--- config.mk ---
export PLATFORM = sky130hd
export DESIGN_NAME = response_packet_checker_top
export DESIGN_NICKNAME = d
export VERILOG_FILES = /design/src/hw/rtl/rpc_pkg.sv /design/src/hw/rtl/response_packet_checker_top.sv /design/src/hw/rtl/rpc_front.sv /design/src/hw/rtl/rpc_queue.sv /design/src/hw/rtl/rpc_back.sv
export VERILOG_INCLUDE_DIRS = /design/src /design/src/hw/rtl
export SDC_FILE = /design/constraint.sdc
export NUM_CORES = 1
export LEC_CHECK = 0
export BUFFER_PORTS_ARGS = -buffer_cell sky130_fd_sc_hd__buf_4
export CAP_MARGIN = 10
export CORE_ASPECT_RATIO = 0.5
export CORE_MARGIN = 2
export CORE_UTILIZATION = 65
export CTS_CLUSTER_SIZE = 24
export DETAILED_ROUTE_END_ITERATION = 10
export PLACE_DENSITY = 0.82
export SLEW_MARGIN = 20
export SYNTH_ARGS = -nofsm -noshare
export SYNTH_HDL_FRONTEND = slang
export SYNTH_HIERARCHICAL = 1
export SYNTH_SLANG_ARGS = --single-unit
export TNS_END_PERCENT = 10
--- constraint.sdc ---
create_clock -name clk -period 6.6 [get_ports clk]
set_input_delay 0.99 -clock clk [delete_from_list [all_inputs] [get_ports clk]]
set_output_delay 0.99 -clock clk [all_outputs]
set_load 0.05 [all_outputs]
--- src/hw/rtl/assert_macros.svh ---
// Assertion helpers shared by the RTL. Both expect signals named clk and rst
// in the scope where they are used.
`ifndef ASSERT_MACROS_SVH
`define ASSERT_MACROS_SVH

// A condition that must hold at every clock edge outside reset.
`define RPC_ASSERT(lbl, expr) \
  lbl: assert property (@(posedge clk) disable iff (rst) (expr)) \
    else $error("response packet checker assertion failed");

// A condition that must hold whenever the antecedent holds.
`define RPC_ASSERT_IMPL(lbl, ante, cons) \
  lbl: assert property (@(posedge clk) disable iff (rst) (ante) |-> (cons)) \
    else $error("response packet checker assertion failed");

`endif

--- src/hw/rtl/rpc_pkg.sv ---
package rpc_pkg;

  // Largest payload length that is accepted as valid.
  localparam int MaxPayload = 512;

  // Queue between the parser and the result stage.
  localparam int QDepth = 4;
  localparam int QPtrW  = $clog2(QDepth);
  localparam int QCntW  = $clog2(QDepth + 1);

  localparam logic [7:0] SentTypeReset = 8'h02;
  localparam logic [8:0] IndexMax      = 9'h1FF;
  localparam logic [7:0] ErrorCodeMax  = 8'd32;

  // Header type codes that carry a meaning of their own.
  localparam logic [7:0] TYPE_BUSY      = 8'h00;
  localparam logic [7:0] TYPE_CMD_ERROR = 8'h01;
  localparam logic [7:0] TYPE_ECHO_A    = 8'h02;
  localparam logic [7:0] TYPE_ECHO_B    = 8'h04;

  // Continuation flag codes.
  localparam logic [7:0] FLAG_SINGLE = 8'h00;
  localparam logic [7:0] FLAG_FIRST  = 8'h01;
  localparam logic [7:0] FLAG_LAST   = 8'h03;

  typedef enum logic [2:0] {
    ST_HDR_TYPE,
    ST_HDR_CMD_HI,
    ST_HDR_CMD_LO,
    ST_HDR_FLAG,
    ST_HDR_LEN_LO,
    ST_HDR_LEN_HI,
    ST_PAYLOAD,
    ST_CHECK
  } front_state_t;

  typedef enum logic [2:0] {
    STATUS_OK        = 3'd0,
    STATUS_LEN_BAD   = 3'd1,
    STATUS_SUM_BAD   = 3'd2,
    STATUS_BUSY      = 3'd3,
    STATUS_CMD_ERROR = 3'd4,
    STATUS_ECHO      = 3'd5,
    STATUS_UNKNOWN   = 3'd6,
    STATUS_FLAG_SEQ  = 3'd7
  } status_t;

  // One classified byte handed from the parser to the result stage.
  typedef struct packed {
    logic        kind;       // 0 payload byte, 1 checksum byte
    logic [7:0]  data;
    logic [8:0]  index;
    logic [7:0]  ptype;
    logic [15:0] cmd_id;
    logic [7:0]  flag;
    logic [15:0] length;
    logic        len_bad;
    logic        sum_bad;
    logic [31:0] code_mask;
  } q_entry_t;

  typedef struct packed {
    logic valid;
    logic full;
  } q_status_t;

  // Output data word; the last member sits in the lowest bits.
  typedef struct packed {
    logic [2:0]  pad;
    logic        response_complete;
    logic [31:0] error_mask;
    logic [15:0] payload_length;
    logic [7:0]  continuation_flag;
    logic [15:0] command_id;
    logic [7:0]  packet_type;
    status_t     status;
    logic [8:0]  payload_index;
    logic [7:0]  payload_byte;
  } out_data_t;

  localparam int OutDataW = $bits(out_data_t);

endpackage

--- src/hw/rtl/response_packet_checker_top.sv ---
// A byte accepted on the slave side is written into the queue, then into the
// output register when the output is free, and so reaches the master side.
// Throughput: one byte per cycle, sustained as long as the master side drains.
// Header bytes produce no result; payload and checksum bytes produce one each.
// Reset (rst, synchronous, active high) returns the parser to the type byte,
// empties the queue, sets the sent command type to 2 and expects a first packet.
`include "assert_macros.svh"

// The checker is split into a parser, a four-entry queue and a result stage.
//
// The parser (rpc_front) walks the six header bytes, counts payload bytes down
// from the length field, keeps the running 8-bit sum and collects the error
// code mask. Every payload byte and every checksum byte becomes one queue
// transaction that carries the captured header along with it, plus the
// length and checksum verdicts for a checksum byte.
//
// The result stage (rpc_back) owns the sent command type register and the
// continuation sequence bit. It finishes the status priority (length,
// checksum, type, sequence) and loads the output register. Because the queue
// sits between the two, the slave side keeps accepting bytes while a result
// waits on the master side, and only a full queue stalls the input.
module response_packet_checker_top (
  input  logic                         clk,
  input  logic                         rst,
  // Received byte stream.
  input  logic                         s_tvalid,
  output logic                         s_tready,
  input  logic [7:0]                   s_tdata,   // rx_byte
  // Sent command type register.
  input  logic                         cfg_valid,
  output logic                         cfg_ready,
  input  logic [7:0]                   cfg_data,  // sent_command_type
  // Result stream; tlast is item_kind and marks the status transaction.
  output logic                         m_tvalid,
  input  logic                         m_tready,
  // Fields from the lowest bit up: payload_byte, payload_index, status,
  // packet_type, command_id, continuation_flag, payload_length, error_mask,
  // response_complete, then three zero bits of padding.
  output logic [rpc_pkg::OutDataW-1:0] m_tdata,
  output logic                         m_tlast
);
  import rpc_pkg::*;

  q_status_t q_stat;
  q_entry_t  q_in;
  q_entry_t  q_head;
  logic      q_push;
  logic      q_pop;
  out_data_t out_word;

  // Short names for the output checks below.
  logic      out_ok;
  logic      out_has_mask;
  logic      out_payload_clean;

  rpc_front u_front (
    .clk      (clk),
    .rst      (rst),
    .s_tvalid (s_tvalid),
    .s_tready (s_tready),
    .s_tdata  (s_tdata),
    .q_stat   (q_stat),
    .q_push   (q_push),
    .q_entry  (q_in)
  );

  rpc_queue u_queue (
    .clk        (clk),
    .rst        (rst),
    .push       (q_push),
    .push_entry (q_in),
    .pop        (q_pop),
    .head       (q_head),
    .stat       (q_stat)
  );

  rpc_back u_back (
    .clk       (clk),
    .rst       (rst),
    .cfg_valid (cfg_valid),
    .cfg_ready (cfg_ready),
    .cfg_data  (cfg_data),
    .head      (q_head),
    .stat      (q_stat),
    .pop       (q_pop),
    .m_tvalid  (m_tvalid),
    .m_tready  (m_tready),
    .m_tdata   (out_word),
    .m_tlast   (m_tlast)
  );

  assign m_tdata = out_word;

  assign out_ok            = (out_word.status == STATUS_OK);
  assign out_has_mask      = (out_word.error_mask != '0);
  assign out_payload_clean = out_ok && !out_has_mask && !out_word.response_complete;

  // A payload transaction never carries status, mask or completion.
  `RPC_ASSERT_IMPL(a_payload_clean, m_tvalid && !m_tlast, out_payload_clean)
  // Completion is only reported for a clean packet.
  `RPC_ASSERT_IMPL(a_complete_ok, m_tvalid && out_word.response_complete, out_ok)
  // Error codes are only reported with a command error status.
  `RPC_ASSERT_IMPL(a_mask_cmd_err, m_tvalid && out_has_mask, out_word.status == STATUS_CMD_ERROR)
  // A full queue must hold off the input, and nothing is pushed into it.
  `RPC_ASSERT_IMPL(a_full_stall, q_stat.full, !s_tready && !q_push)

endmodule

--- src/hw/rtl/rpc_front.sv ---
module rpc_front (
  input  logic                clk,
  input  logic                rst,
  input  logic                s_tvalid,
  output logic                s_tready,
  input  logic [7:0]          s_tdata,
  input  rpc_pkg::q_status_t  q_stat,
  output logic                q_push,
  output rpc_pkg::q_entry_t   q_entry
);
  import rpc_pkg::*;

  front_state_t state, state_next;
  logic [15:0]  remaining;
  logic [7:0]   sum;
  logic [7:0]   ptype;
  logic [15:0]  cmd_id;
  logic [7:0]   flag;
  logic [15:0]  length;
  logic [31:0]  code_mask;
  logic [8:0]   index;

  logic         accept;
  logic [31:0]  code_bit;

  assign s_tready = !q_stat.full;
  assign accept   = s_tvalid && s_tready;

  always_comb begin
    if (s_tdata != 8'd0 && s_tdata <= ErrorCodeMax) begin
      code_bit = 32'd1 << 5'(s_tdata - 8'd1);
    end else begin
      code_bit = '0;
    end
  end

  always_comb begin
    state_next = state;
    if (accept) begin
      case (state)
        ST_HDR_TYPE:   state_next = ST_HDR_CMD_HI;
        ST_HDR_CMD_HI: state_next = ST_HDR_CMD_LO;
        ST_HDR_CMD_LO: state_next = ST_HDR_FLAG;
        ST_HDR_FLAG:   state_next = ST_HDR_LEN_LO;
        ST_HDR_LEN_LO: state_next = ST_HDR_LEN_HI;
        ST_HDR_LEN_HI: begin
          if ({s_tdata, length[7:0]} == 16'd0) begin
            state_next = ST_CHECK;
          end else begin
            state_next = ST_PAYLOAD;
          end
        end
        ST_PAYLOAD: begin
          if (remaining == 16'd1) begin
            state_next = ST_CHECK;
          end
        end
        ST_CHECK:      state_next = ST_HDR_TYPE;
        default:       state_next = ST_HDR_TYPE;
      endcase
    end
  end

  always_comb begin
    q_push            = accept && (state == ST_PAYLOAD || state == ST_CHECK);
    q_entry.kind      = (state == ST_CHECK);
    q_entry.data      = (state == ST_PAYLOAD) ? s_tdata : 8'd0;
    q_entry.index     = (state == ST_PAYLOAD) ? index : 9'd0;
    q_entry.ptype     = ptype;
    q_entry.cmd_id    = cmd_id;
    q_entry.flag      = flag;
    q_entry.length    = length;
    q_entry.len_bad   = length > 16'(MaxPayload);
    q_entry.sum_bad   = sum != s_tdata;
    q_entry.code_mask = code_mask;
  end

  always_ff @(posedge clk) begin
    if (rst) begin
      state <= ST_HDR_TYPE;
    end else begin
      state <= state_next;
    end
  end

  always_ff @(posedge clk) begin
    if (accept) begin
      case (state)
        ST_HDR_TYPE: begin
          ptype     <= s_tdata;
          sum       <= s_tdata;
          code_mask <= '0;
          index     <= '0;
        end
        ST_HDR_CMD_HI: begin
          cmd_id[15:8] <= s_tdata;
          sum          <= sum + s_tdata;
        end
        ST_HDR_CMD_LO: begin
          cmd_id[7:0] <= s_tdata;
          sum         <= sum + s_tdata;
        end
        ST_HDR_FLAG: begin
          flag <= s_tdata;
          sum  <= sum + s_tdata;
        end
        ST_HDR_LEN_LO: begin
          length[7:0] <= s_tdata;
          sum         <= sum + s_tdata;
        end
        ST_HDR_LEN_HI: begin
          length[15:8] <= s_tdata;
          remaining    <= {s_tdata, length[7:0]};
          sum          <= sum + s_tdata;
        end
        ST_PAYLOAD: begin
          sum       <= sum + s_tdata;
          code_mask <= code_mask | code_bit;
          remaining <= remaining - 16'd1;
          if (index != IndexMax) begin
            index <= index + 9'd1;
          end
        end
        default: begin
        end
      endcase
    end
  end

endmodule

--- src/hw/rtl/rpc_queue.sv ---
module rpc_queue (
  input  logic               clk,
  input  logic               rst,
  input  logic               push,
  input  rpc_pkg::q_entry_t  push_entry,
  input  logic               pop,
  output rpc_pkg::q_entry_t  head,
  output rpc_pkg::q_status_t stat
);
  import rpc_pkg::*;

  q_entry_t         slots [QDepth];
  logic [QPtrW-1:0] wr_ptr;
  logic [QPtrW-1:0] rd_ptr;
  logic [QCntW-1:0] count;

  assign head       = slots[rd_ptr];
  assign stat.valid = (count != '0);
  assign stat.full  = (count == QCntW'(QDepth));

  always_ff @(posedge clk) begin
    if (push) begin
      slots[wr_ptr] <= push_entry;
    end
  end

  always_ff @(posedge clk) begin
    if (rst) begin
      wr_ptr <= '0;
      rd_ptr <= '0;
      count  <= '0;
    end else begin
      if (push) begin
        wr_ptr <= (wr_ptr == QPtrW'(QDepth - 1)) ? '0 : wr_ptr + 1'b1;
      end
      if (pop) begin
        rd_ptr <= (rd_ptr == QPtrW'(QDepth - 1)) ? '0 : rd_ptr + 1'b1;
      end
      if (push && !pop) begin
        count <= count + 1'b1;
      end else if (pop && !push) begin
        count <= count - 1'b1;
      end
    end
  end

endmodule

--- src/hw/rtl/rpc_back.sv ---
module rpc_back (
  input  logic               clk,
  input  logic               rst,
  input  logic               cfg_valid,
  output logic               cfg_ready,
  input  logic [7:0]         cfg_data,
  input  rpc_pkg::q_entry_t  head,
  input  rpc_pkg::q_status_t stat,
  output logic               pop,
  output logic               m_tvalid,
  input  logic               m_tready,
  output rpc_pkg::out_data_t m_tdata,
  output logic               m_tlast
);
  import rpc_pkg::*;

  logic [7:0] sent_type;
  logic       expect_first;
  logic       load;
  logic [8:0] want_type;
  logic       firstish;
  logic       single_or_last;
  status_t    status;

  assign cfg_ready = 1'b1;
  assign load      = stat.valid && (!m_tvalid || m_tready);
  assign pop       = load;

  assign want_type      = {1'b0, sent_type} + 9'd1;
  assign firstish       = (head.flag == FLAG_SINGLE) || (head.flag == FLAG_FIRST);
  assign single_or_last = (head.flag == FLAG_SINGLE) || (head.flag == FLAG_LAST);

  // Checks run in a fixed priority: length, checksum, type, then sequence.
  always_comb begin
    if (head.len_bad) begin
      status = STATUS_LEN_BAD;
    end else if (head.sum_bad) begin
      status = STATUS_SUM_BAD;
    end else if ({1'b0, head.ptype} != want_type) begin
      if (head.ptype == TYPE_BUSY) begin
        status = STATUS_BUSY;
      end else if (head.ptype == TYPE_CMD_ERROR) begin
        status = STATUS_CMD_ERROR;
      end else if (head.ptype == TYPE_ECHO_A || head.ptype == TYPE_ECHO_B) begin
        status = STATUS_ECHO;
      end else begin
        status = STATUS_UNKNOWN;
      end
    end else if (expect_first != firstish) begin
      status = STATUS_FLAG_SEQ;
    end else begin
      status = STATUS_OK;
    end
  end

  always_ff @(posedge clk) begin
    if (rst) begin
      sent_type    <= SentTypeReset;
      expect_first <= 1'b1;
      m_tvalid     <= 1'b0;
    end else begin
      if (cfg_valid && cfg_ready) begin
        sent_type <= cfg_data;
      end
      if (load && head.kind) begin
        if (status == STATUS_OK) begin
          expect_first <= single_or_last;
        end else if (status == STATUS_FLAG_SEQ) begin
          expect_first <= 1'b1;
        end
      end
      if (load) begin
        m_tvalid <= 1'b1;
      end else if (m_tready) begin
        m_tvalid <= 1'b0;
      end
    end
  end

  always_ff @(posedge clk) begin
    if (load) begin
      m_tlast                   <= head.kind;
      m_tdata.pad               <= '0;
      m_tdata.payload_byte      <= head.data;
      m_tdata.payload_index     <= head.index;
      m_tdata.packet_type       <= head.ptype;
      m_tdata.command_id        <= head.cmd_id;
      m_tdata.continuation_flag <= head.flag;
      m_tdata.payload_length    <= head.length;
      if (head.kind) begin
        m_tdata.status            <= status;
        m_tdata.error_mask        <= (status == STATUS_CMD_ERROR) ? head.code_mask : '0;
        m_tdata.response_complete <= (status == STATUS_OK) && single_or_last;
      end else begin
        m_tdata.status            <= STATUS_OK;
        m_tdata.error_mask        <= '0;
        m_tdata.response_complete <= 1'b0;
      end
    end
  end

endmodule

==> impl_metrics.tcl <==
set metrics [dict create \
    cts_resized 0 \
    cts_setup_buffers 0 \
    cts_tree "built" \
    rsz0062_at_grt "no" \
    setup.worst_path.end_class "flip-flop" \
    comb_power_share 0.272 \
    die_h_um 142 \
    status "finished, final reports clean" \
    power_density_nw_per_um2 426 \
    finClkSkew_ns 0.0240 \
    synth-seq-cells 637 \
    grt_pass1_wl_mm 74.4 \
    fin_crit_ns 3.96 \
    synthFlopType "edfxtp_1" \
    wl_mm 49.3 \
    cts_sinks 637 \
    cts-root-buf "clkbuf_16" \
    total_power_w 0.0117 \
    max_slew.worst_pin.slew_ns 1.15 \
    h-tree-depth 2 \
    critPathRequiredTime_ns 6.93 \
    place_ws_ns 2.57 \
    slowest_delay_ns 0.86 \
    vdd_drop_max_mv 0.219 \
    start_util 0.659 \
    reg2reg_slack_ns 2.64 \
    core-area_um2 37300 \
    yosysSeqAreaShare 0.768 \
    hold_violations 0 \
    syn_avg_cell_area_um2 19.6 \
    cap_violations 0 \
    area_growth_pct 11.9 \
    path_class "reg2reg" \
    finalMaxSlewViolations 0 \
    antenna_found_initial 1 \
    layout_commonest_cell "edfxtp_1" \
    dr.pass1.iters 5 \
    p_sw_frac 0.326 \
    cts_hold_repair.buffers 0 \
    drive_gt1_frac 0.253 \
    dieArea_um2 39600 \
    holdCritPathClass "reg2reg" \
    syn_area_um2 24600 \
    portBuffers 124 \
    clkTransAtPathRegs_ns 0.07 \
    hpwlAfterDp_mm 27.0 \
    layout_common_cells "edfxtp_1 (615), buf_4 (136), mux4_2 (100)" \
    cp_common_cell "buf_4" \
    drtAntennaViolNets 0 \
    diodes 0 \
    final_nets 1437 \
    pwr-share-clk 0.268 \
    synth_edf_count 615 \
    setup_tns_ns 0 \
    first_global_vias 12700 \
    slowest_stage "dfxtp_4" \
    clock_latency_ns 0.59 \
    drtIter0Drc 1361 \
    leakage_nw 8.99 \
    period_share 0.600 \
    via_count 12200 \
    p_sw_w 0.00382 \
    fmaxAchievable_mhz 252 \
    detail_route.wl_per_cell_um 25.5 \
    num_rows 50 \
    drc 0 \
    viasPerCell 6.34 \
    relSlewSlack 0.232 \
    whs_ns 0.507 \
    synthArstFlopShare 0 \
    p_seq_frac 0.460 \
    grt_usage 0.253 \
    gp_congestion 0.815 \
    synth.distinct_cells 71 \
    grt_max_degree 68 \
    syn_inst 1258 \
    grt.overflow.total 0 \
    cts_made_buffers 52 \
    path_cells "buf_4 -> mux4_2 -> nor3b_1 -> a21oi_1 -> o31ai_4 -> o2111ai_4 -> nor4b_4 -> buf_4 -> and2_4" \
    setup_violations 0 \
    yosys_warnings 6 \
    clock_path_buffers 3 \
    p_int_w 0.00791 \
    crit_fanout 53 \
    ios 129 \
    worst_slack_ns 2.64 \
    startpoint_type "flip-flop" \
    critPathArrivalTime_ns 4.29 \
    fp.dieW_um 279 \
]
## layout make-up
| cell class | instances | area (µm²) |
|---|---|---|
| inverter | 21 | 81.3 |
| clock buffer | 66 | 1380 |
| clock inverter | 29 | 339 |
| timing repair buffer | 136 | 1020 |
| fill | 1986 | 9790 |
| sequential | 637 | 18900 |
| multi-input combinational | 548 | 5210 |
| tap | 494 | 618 |
## synth_stat cells (19+ instances only)
cell type | number | area [µm²]
edfxtp_1 | 615 | 18500
nand2_1 | 41 | 154
and2_4 | 30 | 263
o21ai_0 | 25 | 125
dfxtp_1 | 22 | 440
mux4_2 | 100 | 2250
and2_1 | 25 | 156
xor2_1 | 19 | 166
clkbuf_1 | 19 | 71.3
inv_1 | 21 | 78.8
a21oi_1 | 31 | 155
nor2_1 | 77 | 289
## final timing paths
kind                     from                   end  cells after the start
max                 flip-flop    u_back/m_tdata[90]                      9
min          u_front/ptype[7]  u_queue/slots[3][81]                      0
max reg2reg         flip-flop    u_back/m_tdata[90]                      9
min reg2reg  u_front/ptype[7]  u_queue/slots[3][81]                      0
## per-stage QoR
| stage | cells | utilization | instance area (µm²) |
|---|---|---|---|
| final | 1931 | 0.738 | 27600 |
| after CTS | 1931 | 0.738 | 27600 |
| after global routing | 1931 | 0.738 | 27600 |
| after detailed placement | 1836 | 0.692 | 25800 |
| after floorplan | 1260 | - | 24600 |
| after global placement | 1836 | 0.692 | 25800 |
## logic make-up after synthesis
logic type | share of synthesized area
and+or+nand+nor | 0.0613
muxes | 0.0972
xor gates and xnor gates | 0.0132
buffers and inverters | 0.0216
AOI/OAI and AO/OA | 0.0278
adders and majority gates | 0.0108
DFF | 0.768
other | 0.000305
## registers in the layout, indices dropped and copies added, names as in the netlist, 8 cells and up, named ones only
register and flops:
u_front/ptype 8, u_front/code_mask 32, u_front/remaining 16, u_queue/slots 400
u_back/m_tdata 101, u_front/flag 8, u_front/cmd_id 16, u_front/sum 8
u_front/index 9, u_front/length 16, u_back/sent_type 8
## power by group through the flow
stage	Sequential [W]	Combinational (W)	Clock, W
CTS	0.00541	0.00323	0.00319
global route	0.00546	0.00334	0.00332
finish	0.00540	0.00319	0.00315
floorplan	0.00652	0.00135	0
global placement	0.00545	0.00312	0
detailed placement	0.00548	0.00318	0
## metal layers
layer / routed length, µm / part of all wire / GRT usage / vias up
met3: 3960 / 0.080 / 0.0492 / 106
met4: 1330 / 0.027 / 0.0764 / 0
li1: - / - / - / 5231
met5: 0 / 0 / 0 / -
met1: 18900 / 0.38 / 0.335 / 6318
met2: 25100 / 0.51 / 0.435 / 581
## worst max-delay path: cells and delay by family (launching register included)
kind	cells	cell delay [ns]
AO/OA/AOI/OAI	3	0.57
buffers and inverters	2	0.99
flip-flops	1	0.86
multiplexers	1	0.50
AND/OR/NAND/NOR	3	0.69
No activity file was read; power rests on OpenSTA's default activity.
